===== src/rtl/pbf_pkg.sv =====
// ----------------------------------------------------------------------------
// pbf_pkg
// shared constants, types and state codes of the projection profile band finder
// ----------------------------------------------------------------------------
package pbf_pkg;

  localparam int MAX_LEN    = 4096;
  localparam int VALUE_BITS = 20;
  localparam int MAX_BANDS  = 64;

  // profile store address and position widths
  localparam int ADDR_W  = $clog2(MAX_LEN);
  localparam int POS_W   = $clog2(MAX_LEN + 2);
  // band store
  localparam int BAND_AW = (MAX_BANDS > 1) ? $clog2(MAX_BANDS) : 1;
  localparam int CNT_W   = $clog2(MAX_BANDS + 1);

  // fixed port widths
  localparam int START_W   = 12;
  localparam int END_W     = 13;
  localparam int RUN_W     = 13;
  localparam int CFG_IDX_W = 2;
  localparam int CFG_DAT_W = 13;

  // register indexes
  localparam logic [CFG_IDX_W-1:0] CFG_AXIS_MODE = 2'd0;
  localparam logic [CFG_IDX_W-1:0] CFG_MIN_RUN   = 2'd1;

  // register reset values
  localparam logic             AXIS_MODE_RST = 1'b1;
  localparam logic [RUN_W-1:0] MIN_RUN_RST   = 13'd8;

  typedef enum logic [1:0] {
    PH_LOAD,
    PH_SCAN,
    PH_WRAP,
    PH_BANDS
  } phase_t;

  typedef struct packed {
    logic [ADDR_W-1:0] start;
    logic [POS_W-1:0]  stop;
  } band_t;

  typedef struct packed {
    logic               en;
    logic [BAND_AW-1:0] addr;
    band_t              data;
  } band_wr_t;

  typedef struct packed {
    logic             any_text;
    logic [POS_W-1:0] first;
    logic [POS_W-1:0] lend;
    logic [CNT_W-1:0] cnt;
    logic             ovf;
  } scan_stat_t;

endpackage


===== src/rtl/pbf_run_scan.sv =====
// ----------------------------------------------------------------------------
// pbf_run_scan
// run tracker over the streamed text marks: band records and column extent
// ----------------------------------------------------------------------------
module pbf_run_scan (
  input  logic                          clk,
  input  logic                          rst,
  input  logic                          clear,
  input  logic                          mark_valid,
  input  logic [pbf_pkg::POS_W-1:0]     mark_pos,
  input  logic                          mark_text,
  input  logic                          axis_mode,
  input  logic [pbf_pkg::RUN_W-1:0]     min_run,
  output pbf_pkg::band_wr_t             band_wr,
  output pbf_pkg::scan_stat_t           stat
);

  logic                      prev_text;
  logic [pbf_pkg::POS_W-1:0] run_start;
  pbf_pkg::scan_stat_t       st;

  logic [pbf_pkg::POS_W-1:0] run_len;
  logic                      run_close;
  logic                      run_long;
  logic                      room;

  assign run_len   = mark_pos - run_start;
  assign run_close = mark_valid && !mark_text && prev_text && axis_mode;
  assign run_long  = 32'(run_len) > 32'(min_run);
  assign room      = 32'(st.cnt) < pbf_pkg::MAX_BANDS;

  always_comb begin
    band_wr            = '0;
    band_wr.en         = run_close && run_long && room;
    band_wr.addr       = st.cnt[pbf_pkg::BAND_AW-1:0];
    band_wr.data.start = run_start[pbf_pkg::ADDR_W-1:0];
    band_wr.data.stop  = mark_pos;
  end

  assign stat = st;

  always_ff @(posedge clk) begin
    if (rst || clear) begin
      prev_text <= 1'b0;
      run_start <= '0;
      st        <= '0;
    end else if (mark_valid) begin
      prev_text <= mark_text;
      if (mark_text && !prev_text) begin
        run_start <= mark_pos;
      end
      if (mark_text) begin
        st.any_text <= 1'b1;
        if (!st.any_text) begin
          st.first <= mark_pos;
        end
        st.lend <= mark_pos + 1'b1;
      end
      // a text run ended: keep it as a band if long enough
      if (run_close && run_long) begin
        if (room) begin
          st.cnt <= st.cnt + 1'b1;
        end else begin
          st.ovf <= 1'b1;
        end
      end
    end
  end

endmodule

===== config.mk =====
export PLATFORM = sky130hd
export DESIGN_NAME = pbf_run_scan
export DESIGN_NICKNAME = d
export VERILOG_FILES = /design/src/rtl/pbf_pkg.sv /design/src/rtl/pbf_run_scan.sv
export SDC_FILE = /design/constraint.sdc
export NUM_CORES = 1
export LEC_CHECK = 0
export BUFFER_PORTS_ARGS = -buffer_cell sky130_fd_sc_hd__buf_4
export CORE_MARGIN = 3
export CORE_UTILIZATION = 57
export CTS_BUF_LIST = sky130_fd_sc_hd__clkbuf_8
export CTS_CLUSTER_DIAMETER = 200
export DETAILED_ROUTE_END_ITERATION = 16
export PLACE_DENSITY_LB_ADDON = 0.05
export SLEW_MARGIN = 20
export SYNTH_ARGS = -nofsm -noshare
export SYNTH_HDL_FRONTEND = slang
export SYNTH_SLANG_ARGS = --single-unit

===== constraint.sdc =====
create_clock -name clk -period 7 [get_ports clk]
set_clock_uncertainty 0.15 [all_clocks]
set_input_delay 0.7 -clock clk [delete_from_list [all_inputs] [get_ports clk]]
set_output_delay 0.7 -clock clk [all_outputs]
set_load 0.1 [all_outputs]

---- Word level (Yosys, flattened, before mapping) ----
Cells that the tools add are included.
storage, ports and cells
  bits in registers ....................... 49
  latch bits .............................. 0
  RAM bits ................................ 0
  memory bits (read-only) ................. 0
  bits of input ports ..................... 32
  output and inout bits ................... 67
  word-level logic and storage cells ...... 28
  memories kept ........................... 0
operators by class
  add/subtract/negate cells ............... 3
  multipliers ............................. 0
  divide/modulo/power cells ............... 0
  magnitude comparators ................... 2
  equality and inequality tests ........... 0
  shift-type cells ........................ 0
  mux-type cells .......................... 0
  bitwise operators ....................... 2
  reductions and logical operators ........ 14
operator list
  operator                                                          number
  13-bit by 1-bit adder with 13-bit output (second input constant)  1
  13-bit > comparator                                               1
  13-bit subtractor                                                 1
  3-bit AND reduction                                               3
  7-bit by 1-bit adder with 7-bit output (second input constant)    1
  7-bit less-than comparator (second input constant)                1
  1-bit logical AND                                                 6
  2-bit AND reduction                                               2
  1-bit zero test                                                   2
  1-bit inverter                                                    2
  1-bit logical OR                                                  1

---- Depth between registers and ports, before layout ----
Gate-level depths: netlist of the first run.
  depth in word-level cells ............... 6
  mapped depth ............................ 17
  mapped depth without buffers ............ 16

---- Worst setup path after synthesis of the first run ----
OpenSTA, ideal clock, no wires.
  kind .................................... in2out
  start ................................... in mark_pos[0] (netlist bit)
  end ..................................... out band_wr[31] (netlist bit)
  arrival ................................. 3.590 ns
  data required time ...................... 6.150 ns
  path slack .............................. 2.560 ns
  cell stages on the path ................. 15
  path buffers ............................ 1
  cell sequence ........................... inv_1 > ha_1 > fa_1 > nand2b_1 > a21o_1 > a21oi_1 > o21ai_0 > o311ai_0 > ha_1 > nand4_1 > inv_1 > a221o_1 > o21a_4 > and2_4 > buf_6
RTL lines
  what                line                RTL
  start: declaration  pbf_run_scan.sv:10  input logic [pbf_pkg::POS_W-1:0] mark_pos,
  end: declaration    pbf_run_scan.sv:14  output pbf_pkg::band_wr_t band_wr,

==> results of run 1 <==
[synthesized netlist by cell type (2+ instances only)]
library cell	count	share of area [%]
a211oi_1	10	2.4
a21oi_1	43	6.9
a21oi_2	2	0.56
a31o_2	2	0.56
a31oi_1	2	0.40
and2_1	2	0.40
and3_1	8	1.6
buf_1	2	0.24
buf_4	31	7.5
clkbuf_1	12	1.4
dfxtp_1	49	31
ha_1	27	11
inv_1	34	4.1
mux2i_1	2	0.64
nand2_1	68	8.2
nand2b_1	6	1.2
nand3_1	12	1.9
nand4_1	3	0.60
nor2_1	30	3.6
nor2b_1	3	0.60
nor3_1	3	0.48
o2111ai_1	2	0.56
o21ai_0	8	1.3
o21ai_1	2	0.32
or3_1	2	0.40
xnor2_1	12	3.4
xor2_1	10	2.8
[state kept, by name, summed over array words and instances (netlist names)]
name,cells
stat,29
run_start,13
band_wr,6
prev_text,1
[worst max-delay path by stage]
stage,from,to,slack (ns)
after floorplan,mark_pos[0],band_wr[31],2.56
after global placement,mark_pos[0],band_wr[31],2.13
after detailed placement,mark_pos[0],band_wr[31],2.00
after CTS,mark_pos[0],band_wr[31],2.00
after global routing,mark_pos[0],band_wr[31],1.72
final,mark_pos[0],band_wr[31],2.01
[power breakdown]
part | switching (W) | internal [W] | leakage [nW] | total, W
clock network | 0.0000967 | 0.000116 | 0.0574 | 0.000213
registers | 0.00000386 | 0.000285 | 0.397 | 0.000288
logic | 0.000145 | 0.0000631 | 1.23 | 0.000208
total | 0.000246 | 0.000464 | 1.68 | 0.000709
[per-layer routing]
layer	routed length, µm	global-route usage [%]	share of wire, %	vias to the layer above
met5	0	0	0	-
met4	74	5.57	0.98	0
met3	476	4.74	6.3	7
met2	3670	41.0	49	76
met1	3310	30.3	44	1283
li1	-	-	-	1445
[worst max-delay path: cells and delay by family]
kind | cells | cell delay [ns]
buffers and inverters | 3 | 0.47
adder cells (fa/ha/maj) | 3 | 0.96
AO/OA/AOI/OAI | 6 | 1.41
AND/OR/NAND/NOR | 4 | 0.61
[cells by family (layout without fill, tap and decap cells)]
| family | after synthesis | count (layout) | share of synthesized area, % |
|---|---|---|---|
| AND/OR/NAND/NOR | 142 | 142 | 20.2 |
| AO/OA/AOI/OAI | 82 | 82 | 16.4 |
| buffers and inverters | 80 | 140 | 13.6 |
| flip-flops | 49 | 49 | 31.4 |
| adder cells (fa/ha/maj) | 28 | 28 | 11.5 |
| XOR/XNOR | 22 | 22 | 6.17 |
| multiplexers | 2 | 2 | 0.642 |
[layout by cell type (no fill, tap or decap), types with 10 or more instances in the layout]
master,instances
nor2_1,30
a211oi_1,10
inv_1,34
xor2_1,10
dfxtp_1,49
ha_1,27
nand3_1,12
xnor2_1,12
buf_4,98
a21oi_1,43
nand2_1,68
[layout make-up]
type                            count  area (µm²)  share of cell area (%)
Clock buffer                        6        82.6                    2.19
Clock inverter                      2        37.5                   0.996
Inverter                           34         128                    3.39
Multi-Input combinational cell    276        1720                    45.5
Sequential cell                    49         981                    26.0
Tap cell                           70        87.6                    2.32
Timing Repair Buffer               98         736                    19.5
[per-stage QoR]
stage	worst slack, ns	cells	total power, W
6_report	2.01	535	0.000709
5_1_grt	1.72	535	0.000742
4_1_cts	2.00	535	0.000713
3_5_place_dp	2.00	527	0.000502
3_3_place_gp	2.13	527	0.000499
2_1_floorplan	2.56	405	0.000455
==> impl_metrics.csv, run 1 <==
group,metric,value,unit
sta,timing.fmax,0.200,GHz
route,wirelength,7.53,mm
worst_setup_path,r2r_setup_slack,3.29,ns
pwr,leakage,1.68,nW
sta,max_slew_margin,41.3,%
placement,postPlaceCellArea,3650,µm²
sta,fin_crit_sh,71.3,%
route,firstDrtPassIters,5,
synthesis,synth_edf_count,0,
floorplan,ios,99,
pwr,p_per_area,188,nW/µm²
clocking,cts-resized-gates,0,
clocking,cts_sinks,49,
clocking,numCtsBuffers,5,
worst_setup_path,critPathMaxStageDelay,0.42,ns
hold_path,hold_depth,2,
worst_setup_path,critPathMaxFanout,7,
floorplan,start_util,60.0,%
clocking,ctsHoldBuffers,0,
synthesis,postSynthCellCount,405,
worst_setup_path,critPathLaunchType,"input port",
clocking,clockBufferDepth,2,
sta,rsz0062_at_grt,"no",
synthesis,synth-seq-cells,49,
placement,dp_hpwl,5.68,mm
worst_setup_path,r2r_cells,14,
grt,antenna_found_initial,0,
sta,worst_slew_pin_slew,0.881,ns
grt,grt_usage,23.7,%
clocking,clkTransAtPathRegs,0.09,ns
grt,grt_pass1_vias,2568,
worst_setup_path,worstSetupEndpointType,"output pin",
floorplan,die_y,80.0,µm
synthesis,async_flop_share,0,%
synthesis,ys_types,45,
placement,io_buffer_count,98,
worst_setup_path,arrival,4.14,ns
route,avgRoutedWirePerCell,14.1,µm
grt,grt_pass1_wl,12.1,mm
worst_setup_path,r2r_end,"band_wr[28]",
cells_and_area,nets,524,
cells_and_area,drive_above_1_share,24.5,%
clocking,clock_latency,0.30,ns
route,drt_first_iter_violations,163,
sta,finalSetupViolations,0,
synthesis,avgSynthCellArea,7.70,µm²
synthesis,ys_warn_count,0,
status,status,"complete, no violations",
cells_and_area,stdcell_area,3770,µm²
route,drc_errors,0,
floorplan,die_w,80.0,µm
route,antenna_left,0,
clocking,htree_levels,2,
flow_run,cap_violations,0,
cells_and_area,antenna_cells,0,
grt,grt_max_degree,47,
cells_and_area,syn2layout_area_growth,20.7,%
sta,holdWs,0.309,ns
synthesis,synth-seq-area-share,31.4,%
synthesis,synth_area,3120,µm²
hold_path,hold_class,"flip-flop to flip-flop",
clocking,cts-root-buf,"clkbuf_8",
floorplan,placementRows,26,
pwr,ir_drop,0.119,mV
sta,min_period,4.99,ns
worst_setup_path,required,6.15,ns
sta,slew_violations,0,
grt,overflow,0,
sta,hold_viol_final,0,
worst_setup_path,r2r_start,"run_start[0]",
cells_and_area,num-fill-cells,436,
clocking,cts_tree,"yes",
synthesis,syn_nets,465,
clocking,post_cts_buffers,0,
synthesis,synth_flop_cell,"dfxtp_1",
worst_setup_path,worstSetupPathType,"input port to output pin",
route,drt-vias-per-instance,5.25,
hold_path,hold_path_end,"stat[25]",
worst_setup_path,crit_chain,"buf_4 > inv_1 > ha_1 > fa_1 > nand2b_1 > a21o_1 > a21oi_1 > o21ai_0 > o311ai_0 > ha_1 > nand4_1 > nor2_1 > a41oi_1 > o21a_4 > and2_4 > buf_4",
floorplan,die_area,6400,µm²
hold_path,hold_start,"stat[25]",
cells_and_area,final_util,72.4,%
sta,fin_tns_setup,0,ns
worst_setup_path,slowest_stage,"fa_1",
route,vias,2811,
floorplan,coreArea,5200,µm²
placement,gp_congestion,0.799,
(Power assumes the default switching activity.)
==> run 2, diff against run 1 <==
- CORE_UTILIZATION: 57 -> 48
- clock period: 7 -> 4.05 ns (I/O delays scaled with it)
==> run 2 against run 1 <==
  * Non-clock buffer count grew 17
  * Sequential share of layout area shrank 1.0 points
  * Clock-buffer cell count is the same
  * Total power grew 69%
  * Core utilization shrank 7.9 points
  * First-iteration DRC count shrank 48%
  * Largest power group unchanged
==> impl_metrics.csv, run 2 (same netlist as run 1, synthesis figures left out) <==
group,metric,value,unit
clocking,cts_tree,"yes",
worst_setup_path,critPathMaxStageDelay,0.36,ns
sta,fin_crit_sh,99.4,%
route,drt-vias-per-instance,5.17,
sta,slew_violations,0,
cells_and_area,syn2layout_area_growth,26.0,%
clocking,numCtsBuffers,5,
pwr,leakage,1.77,nW
worst_setup_path,critPathMaxFanout,3,
grt,grt_usage,20.9,%
clocking,clkTransAtPathRegs,0.10,ns
worst_setup_path,worst-path-buf-inv,2,
grt,overflow,0,
floorplan,start_util,51.2,%
pwr,p_int,0.000758,W
worst_setup_path,crit_chain,"ha_4 > fa_2 > nand2b_4 > a21o_1 > a21oi_2 > o2111ai_1 > a21oi_1 > xnor2_1 > ha_1 > nand4_1 > inv_1 > a221o_1 > o21a_4 > and2_4 > buf_12",
placement,dp_hpwl,5.98,mm
clocking,htree_levels,2,
cells_and_area,largest_reg_flops,29,
floorplan,coreArea,6100,µm²
pwr,p_per_area,305,nW/µm²
clocking,cts_sinks,49,
pwr,total_power,0.00120,W
clocking,ctsHoldBuffers,0,
clocking,cts-root-buf,"clkbuf_8",
sta,max_slew_margin,41.0,%
floorplan,die_area,7500,µm²
floorplan,die_w,86.6,µm
floorplan,die_y,86.6,µm
pwr,ir_drop,0.291,mV
pwr,swShare,36.9,%
sta,worst_slew_pin_slew,0.885,ns
grt,antenna_found_initial,0,
placement,io_buffer_count,98,
pwr,comb_power_share,31.9,%
floorplan,placementRows,28,
route,drc_errors,0,
cells_and_area,nets,541,
worst_setup_path,arrival,3.47,ns
cells_and_area,final_util,64.5,%
sta,holdWs,0.226,ns
placement,gp_congestion,0.874,
sta,min_period,4.02,ns
sta,hold_viol_final,0,
route,vias,2882,
grt,grt_pass1_wl,12.5,mm
cells_and_area,final_common_cell,"buf_4",
sta,rsz0062_at_grt,"yes",
worst_setup_path,required,3.49,ns
grt,grt_pass1_vias,2616,
clocking,clock_latency,0.30,ns
clocking,clockBufferDepth,2,
sta,timing.fmax,0.249,GHz
cells_and_area,antenna_cells,0,
route,wirelength,7.73,mm
route,firstDrtPassIters,4,
grt,grt_max_degree,47,
sta,fin_ws,0.0260,ns
cells_and_area,drive_above_1_share,28.4,%
pwr,switchingPower,0.000442,W
sta,finalSetupViolations,0,
worst_setup_path,worstSetupEndpointType,"output pin",
placement,post-place-ws,-0.157,ns
pwr,pwr-share-clk,26.5,%
route,antenna_left,0,
cells_and_area,layout_common_cells,"114 x buf_4, 68 x nand2_1, 47 x dfxtp_1",
worst_setup_path,crit_family,"compound AO/OA/AOI/OAI gates",
pwr,p_seq_share,41.6,%
route,avgRoutedWirePerCell,13.9,µm
flow_run,cap_violations,0,
floorplan,ios,99,
hold_path,hold_class,"input port to flip-flop",
worst_setup_path,slowest_stage,"a221o_1",
worst_setup_path,critPathLaunchType,"flip-flop",
worst_setup_path,worstSetupPathType,"flip-flop to output pin",
route,drt_first_iter_violations,84,
status,status,"complete, no violations",
run 2: cell types whose count changed in the layout (fill, tap and decap cells not counted), moves of 2 or more:
cell / before / now
buf_4: 98 / 114
o21ai_0: 8 / 5
o21ai_1: 2 / 5
dfxtp_1: 49 / 47
dfxtp_2: 0 / 2
run 2: path summary, 6_finish.rpt:
path | startpoint | to | slack [ns] | cells past startpoint
max | run_start[0] | band_wr[31] | 0.03 | 15
min | mark_pos[12] | run_start[12] | 0.23 | 3
max reg2reg | run_start[0] | band_wr[28] | 0.51 | 16
min reg2reg | stat[26] | stat[26] | 0.31 | 2
run 2: layer usage:
layer | GRT usage [%] | part of all wire, % | wire [µm] | vias to the layer above
met2 | 32.8 | 45 | 3490 | 83
li1 | - | - | - | 1483
met4 | 5.67 | 1.2 | 91 | 0
met3 | 3.99 | 7.5 | 578 | 6
met5 | 0 | 0 | 0 | -
met1 | 29.4 | 46 | 3570 | 1310
run 2: cell type report:
cell class                      instances  area (µm²)
Multi-Input combinational cell        276        1750
Clock buffer                            6        82.6
Sequential cell                        49         983
Inverter                               34         128
Fill cell                             544        2160
Clock inverter                          2        16.3
Tap cell                               75        93.8
Timing Repair Buffer                  115         876
run 2: power by group through the flow:
stage	Sequential (W)	Combinational [W]	Clock (W)
detailed placement	0.000510	0.000373	0
finish	0.000499	0.000383	0.000318
global route	0.000501	0.000414	0.000347
global placement	0.000509	0.000368	0
floorplan	0.000561	0.000226	0
CTS	0.000499	0.000380	0.000324
run 2: timing repair:
action                                  4_1_cts  5_1_grt
setup buffers                                 3        1
gates resized for setup                      10        5
pin swaps                                     8        8
endpoints found under the setup margin        1        1
run 2: worst register-to-register path, delay by kind of cell (launching register included):
family | cells | cell delay (ns)
adders and majority gates | 3 | 0.77
xor gates and xnor gates | 1 | 0.15
AOI/OAI and AO/OA | 8 | 1.58
and+or+nand+nor | 2 | 0.28
DFF | 1 | 0.35
buffers and inverters | 2 | 0.21
run 2: through the flow:
stage / setup TNS (ns) / cell area, µm² / instances
after global placement: -0.0972 / 3750 / 545
final: 0 / 3930 / 557
after CTS: -0.0195 / 3910 / 556
after global routing: -0.132 / 3930 / 557
after detailed placement: -0.157 / 3750 / 545
after floorplan: 0 / 3120 / 405
==> run 3, diff against run 2 <==
- ABC_AREA: not set -> 1
- CORE_UTILIZATION: 48 -> 49
==> run 3 against run 2 <==
  * Global-route usage grew 1.2 points
  * Cell area grew 1.8%
  * Register-to-register slack gained 0.47 ns
  * Clock-buffer cell count shrank 1
  * Total power grew 8.4%
  * Critical path type unchanged
  * Largest cell class unchanged
==> impl_metrics.csv, run 3 <==
group,metric,value,unit
status,status,"complete, no violations",
route,antenna_left,0,
clocking,clockBufferDepth,2,
synthesis,async_flop_share,0,%
synthesis,avgSynthCellArea,7.12,µm²
worst_setup_path,critPathMaxFanout,4,
hold_path,hold_class,"input port to flip-flop",
worst_setup_path,arrival,3.17,ns
placement,gp_congestion,0.879,
cells_and_area,syn2layout_area_growth,19.9,%
route,drt_first_iter_violations,149,
sta,max_slew_margin,30.8,%
synthesis,yosysTopAreaCellShare,29.4,%
floorplan,start_util,51.4,%
clocking,numCtsBuffers,5,
pwr,ir_drop,0.253,mV
synthesis,ys_types,35,
sta,worst_slew_pin_slew,1.04,ns
synthesis,synthTopCellsByCount,"70 x inv_1, 64 x nand2_1, 49 x dfxtp_1, 43 x nor2_1, 41 x a21oi_1",
pwr,leakage,2.01,nW
route,drt-vias-per-instance,5.02,
cells_and_area,final_common_cell,"buf_4",
route,firstDrtPassIters,4,
grt,grt_max_degree,30,
synthesis,ys_top_cells_by_area,"dfxtp_1 29%, ha_1 10%, inv_1 7.9%",
sta,rsz0062_at_grt,"no",
clocking,cts_sinks,49,
synthesis,syn_nets,529,
synthesis,synth_flop_cell,"dfxtp_1",
sta,holdWs,0.162,ns
placement,io_buffer_count,98,
pwr,p_per_area,325,nW/µm²
placement,post-place-ws,0.354,ns
route,vias,3085,
flow_run,cap_violations,0,
floorplan,die_y,88.6,µm
sta,min_period,3.72,ns
pwr,total_power,0.00130,W
sta,hold_viol_final,0,
synthesis,ys_warn_count,0,
clocking,htree_levels,2,
route,wirelength,8.27,mm
grt,overflow,0,
cells_and_area,layout_common_cells,"102 x buf_4, 70 x inv_1, 64 x nand2_1",
sta,slew_violations,0,
floorplan,ios,99,
worst_setup_path,critPathLaunchType,"flip-flop",
clocking,ctsHoldBuffers,0,
clocking,clkTransAtPathRegs,0.10,ns
synthesis,synth_edf_count,0,
cells_and_area,largest_reg_flops,29,
worst_setup_path,worstSetupPathType,"flip-flop to output pin",
floorplan,placementRows,29,
worst_setup_path,required,3.49,ns
grt,grt_pass1_wl,13.7,mm
sta,timing.fmax,0.269,GHz
cells_and_area,fin_cells,614,
clocking,cts-resized-gates,0,
cells_and_area,antenna_cells,0,
placement,place_inst,606,
clocking,cts-root-buf,"clkbuf_8",
synthesis,synth-seq-area-share,29.4,%
floorplan,coreArea,6490,µm²
clocking,clock_latency,0.30,ns
floorplan,die_area,7840,µm²
synthesis,yosys.area.top_type,"dfxtp_1",
synthesis,synth-seq-cells,49,
sta,fin_ws,0.329,ns
clocking,cts_tree,"yes",
sta,fin_crit_sh,91.9,%
synthesis,synth_area,3340,µm²
synthesis,synth_most_common_cell,"inv_1",
sta,finalSetupViolations,0,
grt,grt_usage,22.2,%
placement,dp_hpwl,6.74,mm
floorplan,die_w,88.6,µm
route,avgRoutedWirePerCell,13.5,µm
synthesis,postSynthCellCount,469,
sta,fin_tns_setup,0,ns
cells_and_area,nets,596,
worst_setup_path,worstSetupEndpointType,"output pin",
grt,grt_pass1_vias,2900,
cells_and_area,drive_above_1_share,24.8,%
clocking,post_cts_buffers,0,
route,drc_errors,0,
grt,antenna_found_initial,0,
## run 3: cell count changes after synthesis, sizes merged, moves of 4 or more
cell,delta
o21ai,+31
clkbuf,-9
nand4,+7
nor3,+4
a211oi,-8
o211ai,+5
nand2b,-6
and3,-7
nand3,+11
a21oi,-4
buf,+5
nor2,+20
inv,+42
## run 3: through the flow
step | utilization, % | cell area [µm²]
2_1_floorplan | - | 3340
3_3_place_gp | 59.9 | 3890
3_5_place_dp | 59.9 | 3890
4_1_cts | 61.7 | 4010
5_1_grt | 61.7 | 4010
6_report | 61.7 | 4010
## run 3: final cells by class
type                    count  area [µm²]
repair buffers            102         766
well taps                  77        96.3
multi-input cells         301        1760
clock inverters             3        43.8
fillers                   634        2490
inverters                  77         289
flip-flops and latches     49         981
clock buffers               5        68.8
## run 3: final timing paths
kind | startpoint | to | slack (ns) | depth (start not counted)
worst max-delay path | run_start[0] | band_wr[31] | 0.33 | 16
worst min-delay path | mark_pos[0] | stat[8] | 0.16 | 2
worst max register to register | run_start[0] | band_wr[27] | 0.98 | 17
worst min register to register | stat[0] | stat[0] | 0.32 | 2
## run 3: kinds of logic after synthesis
kind of cell,share of synthesized area [%]
buffers and inverters,17.9
flip-flops,29.4
AND/OR/NAND/NOR,22.1
AO/OA/AOI/OAI,15.1
XOR/XNOR,4.72
adder cells (fa/ha/maj),10.7
## run 3: layer usage
| metal | part of all wire, % | wire length (µm) | global-route usage, % |
|---|---|---|---|
| met4 | 1.2 | 102 | 4.95 |
| met3 | 5.0 | 412 | 3.54 |
| met5 | 0 | 0 | 0 |
| met2 | 46 | 3830 | 36.3 |
| met1 | 47 | 3930 | 30.7 |
## run 3: critical path, cell delays in order, from the launching register on
cell and delay, ns:
dfxtp_1 0.35, ha_1 0.25, fa_1 0.47, o21ai_1 0.27, nand3_1 0.10, nand4_1 0.11
xor2_1 0.08, ha_1 0.30, nand2_1 0.08, nor2_2 0.14, nand3_2 0.08, clkinv_1 0.05
nand2_1 0.05, nand2_2 0.07, nand3_1 0.13, inv_1 0.08, buf_4 0.28
## run 3: report_power, final
group	switching, W	internal [W]	total (W)
clock network	0.000167	0.000185	0.000352
logic	0.000316	0.000128	0.000443
registers	0.00000927	0.000495	0.000505
